File: config.mk
export PLATFORM = sky130hd
export DESIGN_NAME = matrix_add_sub_multiply_top
export DESIGN_NICKNAME = d
export VERILOG_FILES = /design/src/rtl/core/mas_pkg.sv /design/src/rtl/core/matrix_add_sub_multiply_top.sv
export VERILOG_INCLUDE_DIRS = /design/src /design/src/rtl/core
export SDC_FILE = /design/constraint.sdc
export NUM_CORES = 2
export LEC_CHECK = 0
export BUFFER_PORTS_ARGS = -buffer_cell sky130_fd_sc_hd__buf_4
export CORE_ASPECT_RATIO = 0.8
export CORE_MARGIN = 2
export CORE_UTILIZATION = 40
export DETAILED_ROUTE_END_ITERATION = 8
export GPL_TIMING_DRIVEN = 0
export SLEW_MARGIN = 20
export SYNTH_ARGS = -nofsm -noshare
export SYNTH_HDL_FRONTEND = slang
export SYNTH_SLANG_ARGS = --single-unit
File: constraint.sdc
create_clock -name clk -period 8 [get_ports clk]
set_clock_uncertainty 0.15 [all_clocks]
set_input_delay 2.4 -clock clk [delete_from_list [all_inputs] [get_ports clk]]
set_output_delay 2.4 -clock clk [all_outputs]
set_load 0.03 [all_outputs]
File: src/rtl/core/matrix_add_sub_multiply_top_defines.svh
// Assertion macros for the matrix add/subtract/multiply engine.
`ifndef MATRIX_ADD_SUB_MULTIPLY_TOP_DEFINES_SVH
`define MATRIX_ADD_SUB_MULTIPLY_TOP_DEFINES_SVH

`ifndef NO_ASSERTIONS
// same-cycle implication, checked out of reset
`define MAS_ASSERT_IMPLY(lbl, clk_i, rst_ni, ante, cons, msg) \
	lbl: assert property (@(posedge clk_i) disable iff (!rst_ni) (ante) |-> (cons)) \
		else $error(msg);
// next-cycle implication, checked out of reset
`define MAS_ASSERT_NEXT(lbl, clk_i, rst_ni, ante, cons, msg) \
	lbl: assert property (@(posedge clk_i) disable iff (!rst_ni) (ante) |=> (cons)) \
		else $error(msg);
`else
`define MAS_ASSERT_IMPLY(lbl, clk_i, rst_ni, ante, cons, msg)
`define MAS_ASSERT_NEXT(lbl, clk_i, rst_ni, ante, cons, msg)
`endif

`endif

File: src/rtl/core/mas_pkg.sv
// Shared types, codes and helpers of the matrix add/subtract/multiply engine.
`timescale 1ns / 1ps
package mas_pkg;

	localparam int MAX_DIM_DEF      = 8;
	localparam int ELEMENT_BITS_DEF = 16;

	localparam int ELEM_PORT_W = 16;
	localparam int VALUE_W     = 35;
	localparam int POS_W       = 3;
	localparam int DIM_REG_W   = 4;
	localparam int OP_W        = 2;
	localparam int CMD_W       = 2;
	localparam int CFG_IDX_W   = 3;
	localparam int CFG_DATA_W  = 4;

	// command codes
	localparam logic [CMD_W-1:0] CMD_LOAD_A  = 2'd0;
	localparam logic [CMD_W-1:0] CMD_LOAD_B  = 2'd1;
	localparam logic [CMD_W-1:0] CMD_COMPUTE = 2'd2;

	// register indexes
	localparam logic [CFG_IDX_W-1:0] REG_A_ROWS = 3'd0;
	localparam logic [CFG_IDX_W-1:0] REG_A_COLS = 3'd1;
	localparam logic [CFG_IDX_W-1:0] REG_B_ROWS = 3'd2;
	localparam logic [CFG_IDX_W-1:0] REG_B_COLS = 3'd3;
	localparam logic [CFG_IDX_W-1:0] REG_OP     = 3'd4;

	// result status
	localparam logic STATUS_OK    = 1'b0;
	localparam logic STATUS_SHAPE = 1'b1;

	typedef enum logic [OP_W-1:0] {
		OP_ADD  = 2'd0,
		OP_SUB  = 2'd1,
		OP_RSUB = 2'd2,
		OP_MUL  = 2'd3
	} op_t;

	typedef enum logic {
		ST_IDLE,
		ST_RUN
	} fsm_t;

	// per-term control carried down the datapath
	typedef struct packed {
		logic             valid;
		logic             first;   // first term of a dot product
		logic             lastk;   // term closes the result element
		logic             last;    // final element of the run
		logic [POS_W-1:0] row;
		logic [POS_W-1:0] col;
	} tag_t;

	// zero reads as one, above the limit reads as the limit
	function automatic logic [DIM_REG_W-1:0] clamp_dim(input logic [DIM_REG_W-1:0] r,
		input int unsigned maxd);
		logic [DIM_REG_W-1:0] d;
		if (r == '0)
			d = DIM_REG_W'(1);
		else if (int'(r) > maxd)
			d = DIM_REG_W'(maxd);
		else
			d = r;
		return d;
	endfunction

endpackage

File: src/rtl/core/matrix_add_sub_multiply_top.sv
// Matrix add/subtract/multiply engine with shared multiply-accumulate datapath.
`timescale 1ns / 1ps
`include "matrix_add_sub_multiply_top_defines.svh"
//
// Channel   Signals                                  Transfer
// --------  ---------------------------------------  ------------------------------
// command   start, busy, opcode, element             beat when start && !busy
// result    strobe, row, column, value, status, last one beat per strobe cycle
// config    cfg_valid, cfg_ready, cfg_index, cfg_data beat when cfg_valid && cfg_ready
//
// Loads leave busy low, so a load can follow every cycle. A compute walks the
// stored elements through one read port per store and one shared multiply/add
// unit: rows*cols terms for A+B, A-B, B-A and rows*cols*a_cols terms for A times
// B, one term per cycle; busy drops once the pipeline has drained. A term passes
// the read (tag_s1), term (tag_s2) and result registers before its result shows.
// A shape mismatch gives its single error beat the cycle after the command.
// Reset sets dimensions to one and the operation to add, and clears fill counts
// and control; stores are undefined until loaded. Results cannot be held off:
// each beat is shown for one cycle.
module matrix_add_sub_multiply_top #(
	parameter int MAX_DIM      = mas_pkg::MAX_DIM_DEF,
	parameter int ELEMENT_BITS = mas_pkg::ELEMENT_BITS_DEF
) (
	input  logic                                  clk,
	input  logic                                  arst_n,
	// command channel
	input  logic                                  start,
	output logic                                  busy,
	input  logic [mas_pkg::CMD_W-1:0]             opcode,
	input  logic signed [mas_pkg::ELEM_PORT_W-1:0] element,
	// result channel
	output logic                                  strobe,
	output logic [mas_pkg::POS_W-1:0]             row,
	output logic [mas_pkg::POS_W-1:0]             column,
	output logic signed [mas_pkg::VALUE_W-1:0]    value,
	output logic                                  status,
	output logic                                  last,
	// configuration channel
	input  logic                                  cfg_valid,
	output logic                                  cfg_ready,
	input  logic [mas_pkg::CFG_IDX_W-1:0]         cfg_index,
	input  logic [mas_pkg::CFG_DATA_W-1:0]        cfg_data
);
	import mas_pkg::*;

	localparam int DEPTH  = MAX_DIM * MAX_DIM;
	localparam int ADDR_W = (DEPTH > 1) ? $clog2(DEPTH) : 1;
	localparam int FILL_W = $clog2(DEPTH + 1);
	localparam int DIM_W  = $clog2(MAX_DIM + 1);
	localparam int IDX_W  = (MAX_DIM > 1) ? $clog2(MAX_DIM) : 1;
	localparam int PROD_W = 2 * ELEMENT_BITS;

	// ---------------- configuration registers ----------------
	logic [DIM_REG_W-1:0] a_rows_q, a_cols_q, b_rows_q, b_cols_q;
	op_t                  op_q;

	assign cfg_ready = 1'b1;

	always_ff @(posedge clk or negedge arst_n) begin
		if (!arst_n) begin
			a_rows_q <= DIM_REG_W'(1);
			a_cols_q <= DIM_REG_W'(1);
			b_rows_q <= DIM_REG_W'(1);
			b_cols_q <= DIM_REG_W'(1);
			op_q     <= OP_ADD;
		end else if (cfg_valid && cfg_ready) begin
			unique case (cfg_index)
				REG_A_ROWS: a_rows_q <= cfg_data;
				REG_A_COLS: a_cols_q <= cfg_data;
				REG_B_ROWS: b_rows_q <= cfg_data;
				REG_B_COLS: b_cols_q <= cfg_data;
				REG_OP:     op_q     <= op_t'(cfg_data[OP_W-1:0]);
				default: ;
			endcase
		end
	end

	// effective shapes
	logic [DIM_W-1:0] ar_c, ac_c, br_c, bc_c;
	assign ar_c = DIM_W'(clamp_dim(a_rows_q, MAX_DIM));
	assign ac_c = DIM_W'(clamp_dim(a_cols_q, MAX_DIM));
	assign br_c = DIM_W'(clamp_dim(b_rows_q, MAX_DIM));
	assign bc_c = DIM_W'(clamp_dim(b_cols_q, MAX_DIM));

	logic mismatch;
	assign mismatch = (op_q == OP_MUL) ? (ac_c != br_c) : ((ar_c != br_c) || (ac_c != bc_c));

	// ---------------- command decode ----------------
	fsm_t state_q, state_d;
	tag_t tag_s1, tag_s2;
	logic accept, do_load_a, do_load_b, do_compute;

	assign busy   = (state_q == ST_RUN) || tag_s1.valid || tag_s2.valid;
	assign accept = start && !busy;

	always_comb begin
		do_load_a  = 1'b0;
		do_load_b  = 1'b0;
		do_compute = 1'b0;
		if (accept) begin
			unique case (opcode)
				CMD_LOAD_A:  do_load_a  = 1'b1;
				CMD_LOAD_B:  do_load_b  = 1'b1;
				CMD_COMPUTE: do_compute = 1'b1;
				default: ;
			endcase
		end
	end

	// ---------------- fill counts ----------------
	logic [FILL_W-1:0] fill_a_q, fill_b_q;
	logic              wr_a, wr_b;

	assign wr_a = do_load_a && (fill_a_q < FILL_W'(DEPTH));
	assign wr_b = do_load_b && (fill_b_q < FILL_W'(DEPTH));

	always_ff @(posedge clk or negedge arst_n) begin
		if (!arst_n) begin
			fill_a_q <= '0;
			fill_b_q <= '0;
		end else if (do_compute) begin
			fill_a_q <= '0;
			fill_b_q <= '0;
		end else begin
			if (wr_a)
				fill_a_q <= fill_a_q + 1'b1;
			if (wr_b)
				fill_b_q <= fill_b_q + 1'b1;
		end
	end

	// ---------------- sequencer ----------------
	logic [DIM_W-1:0]  rows_q, cols_q, inner_q, bstride_q;
	op_t               run_op_q;
	logic [IDX_W-1:0]  i_q, j_q, k_q;
	logic [ADDR_W-1:0] a_base_q, kbase_q;
	logic              kend, jend, iend, run_mul;
	logic [ADDR_W-1:0] a_addr, b_addr;

	assign run_mul = (run_op_q == OP_MUL);
	assign kend    = !run_mul || (k_q == IDX_W'(inner_q - 1'b1));
	assign jend    = (j_q == IDX_W'(cols_q - 1'b1));
	assign iend    = (i_q == IDX_W'(rows_q - 1'b1));
	assign a_addr  = a_base_q + ADDR_W'(run_mul ? k_q : j_q);
	assign b_addr  = run_mul ? (kbase_q + ADDR_W'(j_q)) : a_addr;

	always_ff @(posedge clk or negedge arst_n) begin
		if (!arst_n)
			state_q <= ST_IDLE;
		else
			state_q <= state_d;
	end

	always_comb begin
		state_d = state_q;
		unique case (state_q)
			ST_IDLE: if (do_compute && !mismatch) state_d = ST_RUN;
			ST_RUN:  if (kend && jend && iend) state_d = ST_IDLE;
			default: state_d = ST_IDLE;
		endcase
	end

	always_ff @(posedge clk or negedge arst_n) begin
		if (!arst_n) begin
			i_q      <= '0;
			j_q      <= '0;
			k_q      <= '0;
			a_base_q <= '0;
			kbase_q  <= '0;
		end else if (state_q == ST_IDLE) begin
			i_q      <= '0;
			j_q      <= '0;
			k_q      <= '0;
			a_base_q <= '0;
			kbase_q  <= '0;
		end else if (!kend) begin
			k_q     <= k_q + 1'b1;
			kbase_q <= kbase_q + ADDR_W'(bstride_q);
		end else begin
			k_q     <= '0;
			kbase_q <= '0;
			if (!jend) begin
				j_q <= j_q + 1'b1;
			end else begin
				j_q      <= '0;
				i_q      <= i_q + 1'b1;
				a_base_q <= a_base_q + ADDR_W'(inner_q);
			end
		end
	end

	// run shape, latched at the compute command
	always_ff @(posedge clk) begin
		if (do_compute) begin
			rows_q    <= ar_c;
			cols_q    <= (op_q == OP_MUL) ? bc_c : ac_c;
			inner_q   <= ac_c;
			bstride_q <= bc_c;
			run_op_q  <= op_q;
		end
	end

	// ---------------- element stores ----------------
	logic signed [ELEMENT_BITS-1:0] mem_a [DEPTH];
	logic signed [ELEMENT_BITS-1:0] mem_b [DEPTH];
	logic signed [ELEMENT_BITS-1:0] ra_s1, rb_s1;
	logic signed [ELEMENT_BITS-1:0] elem_w;

	// port bits taken as ELEMENT_BITS two's complement
	assign elem_w = ELEMENT_BITS'($unsigned(element));

	always_ff @(posedge clk) begin
		if (wr_a)
			mem_a[fill_a_q[ADDR_W-1:0]] <= elem_w;
		if (state_q == ST_RUN)
			ra_s1 <= mem_a[a_addr];
	end

	always_ff @(posedge clk) begin
		if (wr_b)
			mem_b[fill_b_q[ADDR_W-1:0]] <= elem_w;
		if (state_q == ST_RUN)
			rb_s1 <= mem_b[b_addr];
	end

	// ---------------- shared arithmetic pipeline ----------------
	tag_t issue_tag;

	always_comb begin
		issue_tag.valid = (state_q == ST_RUN);
		issue_tag.first = (k_q == '0);
		issue_tag.lastk = kend;
		issue_tag.last  = kend && jend && iend;
		issue_tag.row   = POS_W'(i_q);
		issue_tag.col   = POS_W'(j_q);
	end

	always_ff @(posedge clk or negedge arst_n) begin
		if (!arst_n) begin
			tag_s1 <= '0;
			tag_s2 <= '0;
		end else begin
			tag_s1 <= issue_tag;
			tag_s2 <= tag_s1;
		end
	end

	logic signed [PROD_W-1:0]  prod;
	logic signed [VALUE_W-1:0] xa, yb, term, term_s2, acc_q, sum;

	assign prod = ra_s1 * rb_s1;
	assign xa   = VALUE_W'(ra_s1);
	assign yb   = VALUE_W'(rb_s1);

	always_comb begin
		case (run_op_q)
			OP_ADD:  term = xa + yb;
			OP_SUB:  term = xa - yb;
			OP_RSUB: term = yb - xa;
			default: term = VALUE_W'(prod);
		endcase
	end

	always_ff @(posedge clk) begin
		term_s2 <= term;
	end

	// accumulate; wraps at the result width
	assign sum = tag_s2.first ? term_s2 : (acc_q + term_s2);

	always_ff @(posedge clk) begin
		if (tag_s2.valid)
			acc_q <= sum;
	end

	// ---------------- result register ----------------
	logic                    strobe_q, status_q, last_q;
	logic [POS_W-1:0]        row_q, col_q;
	logic signed [VALUE_W-1:0] value_q;

	always_ff @(posedge clk or negedge arst_n) begin
		if (!arst_n)
			strobe_q <= 1'b0;
		else
			strobe_q <= (tag_s2.valid && tag_s2.lastk) || (do_compute && mismatch);
	end

	always_ff @(posedge clk) begin
		if (tag_s2.valid && tag_s2.lastk) begin
			row_q    <= tag_s2.row;
			col_q    <= tag_s2.col;
			value_q  <= sum;
			status_q <= STATUS_OK;
			last_q   <= tag_s2.last;
		end else if (do_compute && mismatch) begin
			row_q    <= '0;
			col_q    <= '0;
			value_q  <= '0;
			status_q <= STATUS_SHAPE;
			last_q   <= 1'b1;
		end
	end

	assign strobe = strobe_q;
	assign row    = row_q;
	assign column = col_q;
	assign value  = value_q;
	assign status = status_q;
	assign last   = last_q;

	// ---------------- checks ----------------
	`MAS_ASSERT_IMPLY(a_run_fills_clear, clk, arst_n, state_q == ST_RUN, (fill_a_q == '0) && (fill_b_q == '0), "fill count moved during a compute run")
	`MAS_ASSERT_NEXT(a_compute_starts, clk, arst_n, do_compute && !mismatch, state_q == ST_RUN, "compute command did not start a run")
	`MAS_ASSERT_NEXT(a_mismatch_err, clk, arst_n, do_compute && mismatch, strobe && (status == STATUS_SHAPE) && last, "shape mismatch gave no error beat")
	`MAS_ASSERT_IMPLY(a_last_idle, clk, arst_n, strobe && last, !busy, "final beat left work in flight")

endmodule
==> run_results.csv <==
group,metric,value,unit
place,dp.cells,10614,
clock_tree,post-cts-setup-buffers,0,
detailed_routing,wl,341,mm
detailed_routing,via_per_inst,5.94,
synthesis,synth.top_cells.by_area,"edfxtp_1, mux4_2, fa_1",
detailed_routing,ant_nets,0,
clock_tree,cts_buffers,229,
synthesis,avgSynthCellArea,14.8,sq um
setup_path,critPathMostFrequentCell,"clkbuf_2",
setup_path,crit_required,8450,ps
timing,slew_headroom,11.7,%
synthesis,ys_warn_count,0,
clock_tree,cts_sinks,2281,
setup_path,crit_path_cell_trace,"clkbuf_2 -> nand2_1 -> clkbuf_2 -> clkbuf_1 -> nand2_1 -> o21ai_0 -> ha_2 -> inv_1 -> fa_2 -> xor2_2 -> mux2i_4 -> clkbuf_2 -> buf_2 -> buf_4 -> clkdlybuf4s15_2 -> a311oi_2 -> nor3_1 -> a211oi_1 -> a21oi_1",
clock_tree,cts-root-buf,"clkbuf_16",
place,dp_hpwl,244,mm
synthesis,yosys_register_bits,2281,
grt,grt_pass1_wl,476,mm
setup_path,crit_fanout,10,
setup_path,critPathLaunchType,"flop",
clock_tree,clk-insertion-delay-late,940,ps
job,drv_cap,0,
setup_path,r2r_cells,19,
synthesis,syn_inst,6960,
timing,fin_crit_sh,102,%
setup_path,r2r-start,"run_op_q[0]$_DFFE_PP_",
synthesis,synth_flop_cell,"edfxtp_1",
setup_path,cp_slowest_cell,"clkdlybuf4s15_2",
timing,drv_slew,0,
synthesis,yosys.area_share.simple,9.16,%
setup_path,r2r-end,"rb_s1[12]$_DFFE_PP_",
grt,grt_max_degree,129,
die,die_w,571,um
setup_path,crit_path_max_incr_delay,700,ps
setup_path,cp.arrival,8580,ps
final_layout,final_cells,11037,
synthesis,synthAdderAreaFrac,7.53,%
detailed_routing,vias,65531,
detailed_routing,drc,0,
grt,antenna_found_initial,23,
timing,max_freq,123,MHz
place,numPortBuffers,73,
detailed_routing,drt_pass1_iterations,7,
synthesis,synthesis.nets,7446,
synthesis,yosysSeqAreaShare,65.9,%
die,initial_core_util,40.2,%
run_status,violations,"negative setup slack",
synthesis,ys_types,88,
synthesis,yosys.area.top_type,"edfxtp_1",
setup_path,path_class,"flop to flop",
synthesis,muxShareOfSynthArea,7.81,%
timing,rsz0062_at_grt,"false",
die,rows,166,
detailed_routing,drt-initial-drc-count,10569,
final_layout,area_growth,14.8,%
die,die_h,458,um
grt,overflow,0,
timing,max_slew.worst_pin.slew,1320,ps
worst_hold_path,hold_path_class,"flop to flop",
setup_path,crit_buf_inv,8,
final_layout,drive_gt1_share,16.3,%
worst_hold_path,hold_path.startpoint,"tag_s1[3]$_DFF_PN0_",
setup_path,ff2ff_setup_slack,-130,ps
clock_tree,cts_buffer_depth,4,
timing,hold_viol_final,0,
worst_hold_path,hold_end,"tag_s2[3]$_DFF_PN0_",
synthesis,synth_enable_flop_cells,2173,
run_status,outcome,"complete, but fails checks",
synthesis,synth_top_area_share,63.5,%
grt,grt.total_usage,25.8,%
die,die_area,261000,sq um
setup_path,endpoint_kind,"flop",
synthesis,synthesis.area,103000,sq um
place,gp_congestion,1.06,
detailed_routing,wl_per_cell,30.9,um
timing,final.setup.worst_slack,-128,ps
timing,fin_crit,8130,ps
die,core_area,256000,sq um
synthesis,synth_xor_area_share,0.978,%
worst_hold_path,whs_path_depth,0,
clock_tree,tritoncts,"built",
final_layout,final_nets,7883,
grt,grt_pass1_vias,62782,
die,pin_count,75,
timing,setup_tns,-568,ps
setup_path,cpLargestDelayFamily,"buffers and inverters",
synthesis,synth_top_family_by_area,"simple AND/OR/NAND/NOR gates",
clock_tree,clkTransAtPathRegs,60,ps
synthesis,synth-compound-area-share,5.65,%
synthesis,async_flop_share,3.29,%
place,place_ws,-1440,ps
timing,setup_violations,7,
clock_tree,cts_max_level,4,
-- cells by family after synthesis --
logic type,count (synthesis)
AND/OR/NAND/NOR,2158
AO/OA/AOI/OAI,792
flip-flops,2281
multiplexers,378
other,1
adder cells (fa/ha/maj),457
XOR/XNOR,114
buffers and inverters,779
-- routing by layer --
layer | up-vias | share of wire (%) | track usage, % | routed length [um]
met2 | 4314 | 41 | 35.5 | 139000
li1 | 26981 | - | - | -
met3 | 681 | 15 | 10.4 | 50600
met1 | 33547 | 41 | 37.0 | 139000
met4 | 8 | 3.5 | 8.35 | 12000
met5 | - | 0.065 | 0 | 220
-- state kept, by name (all words and copies together) (netlist names), 6 cells and up --
signal / cells
mem_a: 1024
mem_b: 1024
acc_q: 35
value: 35
term_s2: 32
ra_s1: 16
rb_s1: 16
tag_s1: 10
tag_s2: 10
fill_a_q: 7
fill_b_q: 7
a_base_q: 6
kbase_q: 6
-- placed cells by master (no fill, tap or decap), types with 55 or more instances in the layout --
cell type,Yosys,layout
ha_1,187,186
and2_1,58,58
mux4_2,337,337
buf_1,79,67
o21ai_0,66,66
nand2_1,1089,1088
xnor2_1,55,55
clkbuf_16,0,234
edfxtp_1,2173,2173
a311oi_1,214,184
nor2_1,380,254
nand3_1,334,334
nor2_2,0,99
and3_1,107,107
xor2_1,58,56
buf_4,2,67
a21oi_1,120,119
dfrtp_1,71,69
inv_1,362,362
clkinv_1,11,56
a211oi_1,116,112
buf_6,0,84
clkbuf_1,250,252
buf_2,73,76
fa_1,270,269
-- Yosys cell counts, types with 8 or more instances --
master / count
a211oi_1: 116
a21o_1: 40
a21oi_1: 120
a311o_1: 14
a311oi_1: 214
a31oi_1: 41
and2_1: 58
and3_1: 107
buf_1: 79
buf_2: 73
clkbuf_1: 250
clkinv_1: 11
dfrtp_1: 71
dfxtp_1: 33
edfxtp_1: 2173
fa_1: 270
ha_1: 187
inv_1: 362
mux2_2: 26
mux2i_1: 14
mux4_2: 337
nand2_1: 1089
nand2b_1: 22
nand3_1: 334
nand3b_1: 9
nand4_1: 13
nor2_1: 380
nor2b_1: 34
nor3_1: 56
nor3b_1: 8
o211ai_1: 16
o21a_1: 17
o21ai_0: 66
o21ai_1: 31
o21bai_1: 14
o22ai_1: 8
o31ai_1: 18
or3_1: 16
xnor2_1: 55
xor2_1: 58
-- how the worst max path moves through the flow --
stage,slack [ps],end,startpoint,cells after the start
after CTS,-80,rb_s1[12]$_DFFE_PP_,run_op_q[0]$_DFFE_PP_,18
after global placement,-1430,rb_s1[12]$_DFFE_PP_,run_op_q[0]$_DFFE_PP_,19
final,-130,rb_s1[12]$_DFFE_PP_,run_op_q[0]$_DFFE_PP_,19
after global routing,30,rb_s1[12]$_DFFE_PP_,run_op_q[0]$_DFFE_PP_,19
after detailed placement,-1440,rb_s1[12]$_DFFE_PP_,run_op_q[0]$_DFFE_PP_,19
after floorplan,1710,term_s2[33]$_DFF_P_,rb_s1[3]$_DFFE_PP_,18
-- layout make-up --
class                      count  area [sq um]
buffer                       399          1690
clock inverter               128          1230
inverter                     375          1410
sequential                  2281         67800
antenna                       12          30.0
multi-input combinational   3900         32800
timing repair buffer         211          2690
tap                         3444          4310
fill                       21968        138000
clock buffer                 287          6090
-- stage by stage --
step	cell area [sq um]	util [%]	hold WS [ps]
3_5_place_dp	110000	43.2	186
6_report	118000	46.2	199
3_3_place_gp	108000	42.1	181
2_1_floorplan	103000	-	181
5_1_grt	118000	46.2	216
4_1_cts	118000	46.1	200
-- timing repair --
action	in CTS	in global routing
endpoints found under the hold margin	0	0
resized for setup	40	39
gates cloned	0	0
setup endpoints to repair	26	17
hold buffers	0	0
Power is not shown: default switching activity piles up to over one toggle a cycle in this logic, so the estimate is an artifact.
